**src/rtl/wbps_pkg.sv**
```systemverilog
// Shared types and constants for the wildcard byte pattern scanner.
package wbps_pkg;

  localparam int MAX_PATTERN_BYTES = 16;
  localparam int IDX_W  = $clog2(MAX_PATTERN_BYTES);
  localparam int LEN_W  = $clog2(MAX_PATTERN_BYTES + 1);
  localparam int ADDR_W = 64;
  localparam int CFG_IDX_W  = 3;
  localparam int CFG_DATA_W = 64;

  // Configuration register indexes
  typedef enum logic [CFG_IDX_W-1:0] {
    REG_PAT_LOW  = 3'd0,
    REG_PAT_HIGH = 3'd1,
    REG_WILD     = 3'd2,
    REG_LEN      = 3'd3,
    REG_OCC      = 3'd4,
    REG_BASE     = 3'd5,
    REG_OFFSET   = 3'd6
  } cfg_reg_t;

  // Pattern setup shared by every cell of the window
  typedef struct packed {
    logic [8*MAX_PATTERN_BYTES-1:0] pattern;    // byte i at bits 8i+7..8i
    logic [2*MAX_PATTERN_BYTES-1:0] wildcards;  // 2i: high nibble, 2i+1: low
    logic [LEN_W-1:0]               len;        // clamped to MAX_PATTERN_BYTES
  } pat_cfg_t;

endpackage

```
**src/rtl/wbps_cell.sv**
```systemverilog
// One window cell: holds a stream byte and compares it to its aligned pattern byte.
module wbps_cell (
  input  logic                      clk,
  input  logic                      shift_en,
  input  logic [7:0]                byte_in,
  input  logic [wbps_pkg::IDX_W-1:0] cell_idx,
  input  wbps_pkg::pat_cfg_t        cfg,
  output logic [7:0]                byte_out,
  output logic                      hit
);
  import wbps_pkg::*;

  logic [7:0]       byte_r;
  logic [IDX_W-1:0] pat_idx;
  logic [7:0]       pat_byte;
  logic             hi_wild;
  logic             lo_wild;
  logic             in_use;

  // Shift register tap
  always_ff @(posedge clk) begin
    if (shift_en) begin
      byte_r <= byte_in;
    end
  end

  assign byte_out = byte_r;

  // Cell k (0 = newest) lines up with pattern byte len-1-k
  assign in_use   = {1'b0, cell_idx} < cfg.len;
  assign pat_idx  = IDX_W'(cfg.len - LEN_W'(1) - {1'b0, cell_idx});
  assign pat_byte = cfg.pattern[{pat_idx, 3'b000} +: 8];
  assign hi_wild  = cfg.wildcards[{pat_idx, 1'b0}];
  assign lo_wild  = cfg.wildcards[{pat_idx, 1'b1}];

  always_comb begin
    hit = 1'b1;
    if (in_use) begin
      hit = (hi_wild || (byte_r[7:4] == pat_byte[7:4])) &&
            (lo_wild || (byte_r[3:0] == pat_byte[3:0]));
    end
  end

endmodule

```
**src/rtl/wildcard_byte_pattern_scanner.sv**
```systemverilog
// Top level: streaming byte signature scanner with per-nibble wildcards.
//
// Usage: bytes of a buffer enter on the in_ channel, one per beat, with
// in_tlast on the final byte. The pattern, nibble wildcards, length, wanted
// occurrence, base address and offset are written through the cfg_ port
// while the block is idle. At most one result beat is sent per buffer on the
// out_ channel: out_tuser = 1 with the match address when the wanted
// (overlapping) occurrence completes, or out_tuser = 0 with a zero address
// on the last byte when it never did.
// Throughput is one byte per cycle while no result is held up: the window
// is a chain of 16 cells that shift on every accepted beat and compare in
// parallel. An accepted byte is registered in the cell chain and the
// evaluation register, and its result then in the output register.
// A waiting result does not stop the scan; input backs up only when a new
// result is due while the previous one is still not taken.
// Reset (rst_n low, synchronous) clears the configuration registers and the
// buffer state to zero and drops any pending result; the buffer state also
// restarts after every last byte.
module wildcard_byte_pattern_scanner (
  input  logic                              clk,
  input  logic                              rst_n,
  // input stream
  input  logic                              in_tvalid,
  output logic                              in_tready,
  input  logic [7:0]                        in_tdata,   // [7:0] data_byte
  input  logic                              in_tlast,   // last_byte
  // result stream
  output logic                              out_tvalid,
  input  logic                              out_tready,
  output logic [wbps_pkg::ADDR_W-1:0]       out_tdata,  // [63:0] match_address
  output logic                              out_tuser,  // [0] found
  // configuration
  input  logic                              cfg_we,
  input  logic [wbps_pkg::CFG_IDX_W-1:0]    cfg_index,
  input  logic [wbps_pkg::CFG_DATA_W-1:0]   cfg_wdata
);
  import wbps_pkg::*;

  // Configuration registers
  logic [63:0]     pat_low_r;
  logic [63:0]     pat_high_r;
  logic [31:0]     wild_r;
  logic [4:0]      len_r;
  logic [7:0]      occ_r;
  logic [63:0]     base_r;
  logic [63:0]     offset_r;

  // Buffer state
  logic [63:0]     seen_r;
  logic [7:0]      passed_r;
  logic            reported_r;

  // Evaluation stage
  logic              s1_valid_r;
  logic              s1_last_r;
  logic              s1_elig_r;
  logic [LEN_W-1:0]  s1_len_r;
  logic [63:0]       s1_start_r;
  logic [63:0]       s1_base_off_r;

  // Output register
  logic              out_valid_r;
  logic              out_found_r;
  logic [63:0]       out_addr_r;

  logic              in_acc;
  logic [LEN_W-1:0]  len_clamp;
  logic              elig;
  pat_cfg_t          cell_cfg;
  logic [7:0]        chain [MAX_PATTERN_BYTES+1];
  logic [MAX_PATTERN_BYTES-1:0] cell_hit;
  logic              hit;
  logic              emit_found;
  logic              emit_nf;
  logic              need_out;
  logic              out_free;
  logic              retire;

  // Register writes
  always_ff @(posedge clk) begin
    if (!rst_n) begin
      pat_low_r  <= '0;
      pat_high_r <= '0;
      wild_r     <= '0;
      len_r      <= '0;
      occ_r      <= '0;
      base_r     <= '0;
      offset_r   <= '0;
    end else if (cfg_we) begin
      case (cfg_index)
        REG_PAT_LOW:  pat_low_r  <= cfg_wdata;
        REG_PAT_HIGH: pat_high_r <= cfg_wdata;
        REG_WILD:     wild_r     <= cfg_wdata[31:0];
        REG_LEN:      len_r      <= cfg_wdata[4:0];
        REG_OCC:      occ_r      <= cfg_wdata[7:0];
        REG_BASE:     base_r     <= cfg_wdata;
        REG_OFFSET:   offset_r   <= cfg_wdata;
        default: ;
      endcase
    end
  end

  assign len_clamp = (len_r > 5'(MAX_PATTERN_BYTES)) ? LEN_W'(MAX_PATTERN_BYTES)
                                                     : LEN_W'(len_r);

  // Enough bytes of this buffer for a full window
  assign elig = (len_clamp != '0) &&
                ((|seen_r[63:IDX_W]) ||
                 ({1'b0, seen_r[IDX_W-1:0]} >= (len_clamp - LEN_W'(1))));

  assign in_acc = in_tvalid && in_tready;

  // Byte counter and evaluation stage
  always_ff @(posedge clk) begin
    if (!rst_n) begin
      seen_r     <= '0;
      s1_valid_r <= 1'b0;
    end else begin
      if (in_acc) begin
        seen_r <= in_tlast ? 64'd0 : seen_r + 64'd1;
      end
      if (in_acc) begin
        s1_valid_r <= 1'b1;
      end else if (retire) begin
        s1_valid_r <= 1'b0;
      end
    end
  end

  always_ff @(posedge clk) begin
    if (in_acc) begin
      s1_last_r     <= in_tlast;
      s1_elig_r     <= elig;
      s1_len_r      <= len_clamp;
      s1_start_r    <= seen_r - 64'(len_clamp - LEN_W'(1));
      s1_base_off_r <= base_r + offset_r;
    end
  end

  // Window cell chain
  assign cell_cfg.pattern   = {pat_high_r, pat_low_r};
  assign cell_cfg.wildcards = wild_r;
  assign cell_cfg.len       = s1_len_r;
  assign chain[0]           = in_tdata[7:0];

  for (genvar k = 0; k < MAX_PATTERN_BYTES; k++) begin : g_cell
    wbps_cell u_cell (
      .clk      (clk),
      .shift_en (in_acc),
      .byte_in  (chain[k]),
      .cell_idx (IDX_W'(k)),
      .cfg      (cell_cfg),
      .byte_out (chain[k+1]),
      .hit      (cell_hit[k])
    );
  end

  // Match decision
  assign hit        = s1_elig_r && (&cell_hit);
  assign emit_found = hit && !reported_r && (passed_r == occ_r);
  assign emit_nf    = s1_last_r && !reported_r && !emit_found;
  assign need_out   = emit_found || emit_nf;
  assign out_free   = !out_valid_r || out_tready;
  assign retire     = s1_valid_r && (!need_out || out_free);
  assign in_tready  = !s1_valid_r || retire;

  // Occurrence tracking
  always_ff @(posedge clk) begin
    if (!rst_n) begin
      passed_r   <= '0;
      reported_r <= 1'b0;
    end else if (retire) begin
      if (s1_last_r) begin
        passed_r   <= '0;
        reported_r <= 1'b0;
      end else if (emit_found) begin
        reported_r <= 1'b1;
      end else if (hit && !reported_r) begin
        passed_r <= passed_r + 8'd1;
      end
    end
  end

  // Output register
  always_ff @(posedge clk) begin
    if (!rst_n) begin
      out_valid_r <= 1'b0;
    end else if (retire && need_out) begin
      out_valid_r <= 1'b1;
    end else if (out_tready) begin
      out_valid_r <= 1'b0;
    end
  end

  always_ff @(posedge clk) begin
    if (retire && need_out) begin
      out_found_r <= emit_found;
      out_addr_r  <= emit_found ? (s1_start_r + s1_base_off_r) : 64'd0;
    end
  end

  assign out_tvalid = out_valid_r;
  assign out_tuser  = out_found_r;
  assign out_tdata  = out_addr_r;

endmodule

```
**config.mk**
```make
export PLATFORM = sky130hd
export DESIGN_NAME = wildcard_byte_pattern_scanner
export DESIGN_NICKNAME = d
export VERILOG_FILES = /design/src/rtl/wbps_pkg.sv /design/src/rtl/wbps_cell.sv /design/src/rtl/wildcard_byte_pattern_scanner.sv
export SDC_FILE = /design/constraint.sdc
export NUM_CORES = 2
export LEC_CHECK = 0
export BUFFER_PORTS_ARGS = -buffer_cell sky130_fd_sc_hd__buf_4
export CORE_MARGIN = 2
export CORE_UTILIZATION = 45
export CTS_CLUSTER_SIZE = 30
export DETAILED_ROUTE_END_ITERATION = 8
export SETUP_SLACK_MARGIN = 0.5
export SLEW_MARGIN = 20
export SYNTH_ARGS = -nofsm -noshare
export SYNTH_HDL_FRONTEND = slang
export SYNTH_SLANG_ARGS = --single-unit
export TNS_END_PERCENT = 50
```
**constraint.sdc**
```tcl
create_clock -name clk -period 29 [get_ports clk]
set_clock_uncertainty 0.05 [all_clocks]
set_input_delay 2.9 -clock clk [delete_from_list [all_inputs] [get_ports clk]]
set_output_delay 2.9 -clock clk [all_outputs]
set_load 0.02 [all_outputs]
```
==> results.txt <==
outcome: finished clean
Post-Synthesis Cells: 4643
starting DRC count in detailed routing: 3286
All-Layer GR Usage: 26.3%
Final Util: 50.6%
Post-Place Worst Slack: 18.66 ns
post-synthesis compound-gate area fraction: 15.8%
Post-CTS Hold Fix Bufs: 0
main combinational cell family by area after synthesis: compound AO/OA/AOI/OAI gates
pin slew with the least headroom to its limit: 1.06 ns
mux cell area share after synthesis: 14.7%
crit path cell chain: inv_4 -> ha_4 -> buf_4 -> buf_4 -> mux2i_1 -> nand2_1 -> mux2i_2 -> buf_4 -> a22oi_1 -> nor2_1 -> xnor2_1 -> o41ai_1 -> a21oi_1 -> nand4b_1 -> nor3_2 -> a31oi_2 -> nor3_4 -> buf_4 -> inv_1 -> buf_4
post-route ant nets: 0
Die Width: 320 um
Slowest cell on crit path: buf_4
clock latency on the worst-skew pair: 0.67 ns
syn nets: 4921
post-CTS sizing: 0
pwr dens: 52.0 nW/um^2
CP Capture Type: output port
routed len/inst: 22.7 um
DRT Pass-1 Iters: 7
routability cong.: 1.05
VDD IR max: 0.0463 mV
clock period minus worst slack: 11.12 ns
P_leak: 0.0195 uW
Worst Hold Class: flip-flop to flip-flop
# fillers: 9144
clock sink count: 704
vias: 35.5k
most common cell after layout, fill and taps aside: nand2_1
Core Box Area: 98600 um^2
Final Max Tran Viols: 0
Post-Synth Simple-Gate Area: 15.1%
critical path class: flip-flop to output port
register area: 17400 um^2
Primary FF master, synth: dfxtp_1
largest net degree at the start of global routing: 148
Vias/cell: 5.87
clock transition at the registers of the reported paths: 0.06 ns
relative slew slack: 29.0%
post-synthesis sequential area ratio: 38.7%
root buf cell: clkbuf_16
setup TNS: 0 ns
vias in the first global route: 32.7k
PortBufs: 147
initial antenna violation count: 7
adder-cell share of the synthesized area: 5.55%
commonest cells after routing, fill and taps aside: nand2_1 (858), dfxtp_1 (376), edfxtp_1 (328), a21boi_0 (307), mux2i_1 (301)
CTS H-tree depth: 3
DRC: 0
CP Launch Type: flip-flop
Async S/R FF share, synth: 0%
Syn Area/Cell: 9.66 um^2
FMAX: 89.9 MHz
DIE AREA: 102000 um^2
count of cell types in the netlist: 83
die height: 320 um
PnR worst setup slack: 17.88 ns
arrival time of the worst setup path: 8.17 ns
area of the multi-input gates: 26300 um^2
detailed-placement wirelength estimate: 102 mm
Post-Synth XOR/XNOR Area: 7.15%
Initial Util: 45.5%
layout cells sized above 1: 11.7%
final hold violation count: 0
setup violators final: 0
TritonCTS buffer count: 83
setup bufs post-CTS: 0
Longest Clk Path Bufs: 3
max_cap viols: 0
period utilisation layout: 38.4%
Post-synth EDFFs: 328
crit-path most repeated cell: buf_4
post-layout net count: 4960
WL final: 137 mm
grt ovf: 0
critical-path maximum fanout: 65
Netlist Area Pre-Place: 44800 um^2
Worst path max stage delay: 0.87 ns
global-route wire length before repair: 206 mm
Seq cells post-synth: 704
FP Rows: 115
required time worst endpoint: 26.05 ns
unrepaired setup endpoints after global routing: false
Yosys Warn Count: 0
CTS tree: built
I/O Pins: 148
area grow syn2layout: 11.2%
-- sequential cells by signal, indices dropped and copies added (netlist names), 5 cells and up --
register                cells
base_r                     64
wild_r                     32
offset_r                   64
out_tdata                  64
s1_base_off_r              64
g_cell.u_cell.byte_out    128
s1_len_r                    5
pat_low_r                  64
len_r                       5
occ_r                       8
pat_high_r                 64
passed_r                    8
s1_start_r                 64
seen_r                     64
-- cell usage after synthesis (all sizes together), types with 55 or more instances --
| library cell | count | area [um^2] |
|---|---|---|
| a21boi | 307 | 2300 |
| a21o | 120 | 901 |
| a21oi | 200 | 1000 |
| buf | 86 | 473 |
| clkbuf | 146 | 548 |
| dfxtp | 376 | 7530 |
| edfxtp | 328 | 9850 |
| ha | 194 | 2430 |
| inv | 84 | 315 |
| mux2i | 303 | 3030 |
| mux4 | 132 | 2970 |
| nand2 | 861 | 3230 |
| nand3 | 55 | 275 |
| nor2 | 253 | 950 |
| o21ai | 156 | 781 |
| xnor2 | 245 | 2160 |
| xor2 | 117 | 1040 |
-- layout make-up --
type	instances	share of cell area, %
Clock buffer	118	4.91
Multi-Input combinational cell	3623	52.7
Inverter	84	0.652
Timing Repair Buffer	186	2.86
Clock inverter	37	0.800
Tap cell	1287	3.23
Sequential cell	704	34.8
Antenna cell	1	0.00502
-- worst paths after layout --
| kind | start | endpoint | slack (ns) | cells past startpoint |
|---|---|---|---|---|
| worst max register to register | s1_len_r[0]$_DFFE_PP_ | g_cell[5].u_cell.byte_out[2]$_DFFE_PP_ | 19.78 | 21 |
| worst max-delay path | s1_len_r[0]$_DFFE_PP_ | in_tready | 17.88 | 20 |
| worst min-delay path | base_r[59]$_SDFFE_PN0P_ | base_r[59]$_SDFFE_PN0P_ | 0.42 | 2 |
| worst min register to register | base_r[59]$_SDFFE_PN0P_ | base_r[59]$_SDFFE_PN0P_ | 0.42 | 2 |
-- cell families after synthesis --
kind of cell,Yosys count
simple gates,1532
compound gates,1046
flops,704
mux,486
xor+xnor,362
buf+inv,316
fa+ha+maj,197
-- layer usage --
layer | global-route usage (%) | routed length [um]
met1 | 38.5 | 63800
met2 | 39.8 | 59800
met3 | 4.28 | 9200
met4 | 7.44 | 4030
met5 | 0 | 13
-- power breakdown --
part           internal [uW]  total (uW)  switching (uW)
sequential              1080        1110            29.8
clock                    646        1090             444
combinational            158         396             237
-- metrics by stage --
step	hold WS [ns]	cells	total power (uW)	cell area, um^2
detailed placement	0.413	5884	1520	47000
CTS	0.422	6039	2610	49900
global route	0.437	6039	2690	49900
finish	0.418	6040	2600	49900
global placement	0.409	5884	1520	47000
floorplan	0.397	4643	1400	44800
-- worst max-delay path, delay by kind of cell (launching register included) --
| family | cells | cell delay (ns) |
|---|---|---|
| buffers and inverters | 7 | 3.28 |
| AO/OA/AOI/OAI | 4 | 1.12 |
| AND/OR/NAND/NOR | 5 | 0.95 |
| multiplexers | 2 | 0.88 |
| adder cells (fa/ha/maj) | 1 | 0.67 |
| flip-flops | 1 | 0.46 |
| XOR/XNOR | 1 | 0.08 |
Power figures use the tool's default switching activity.
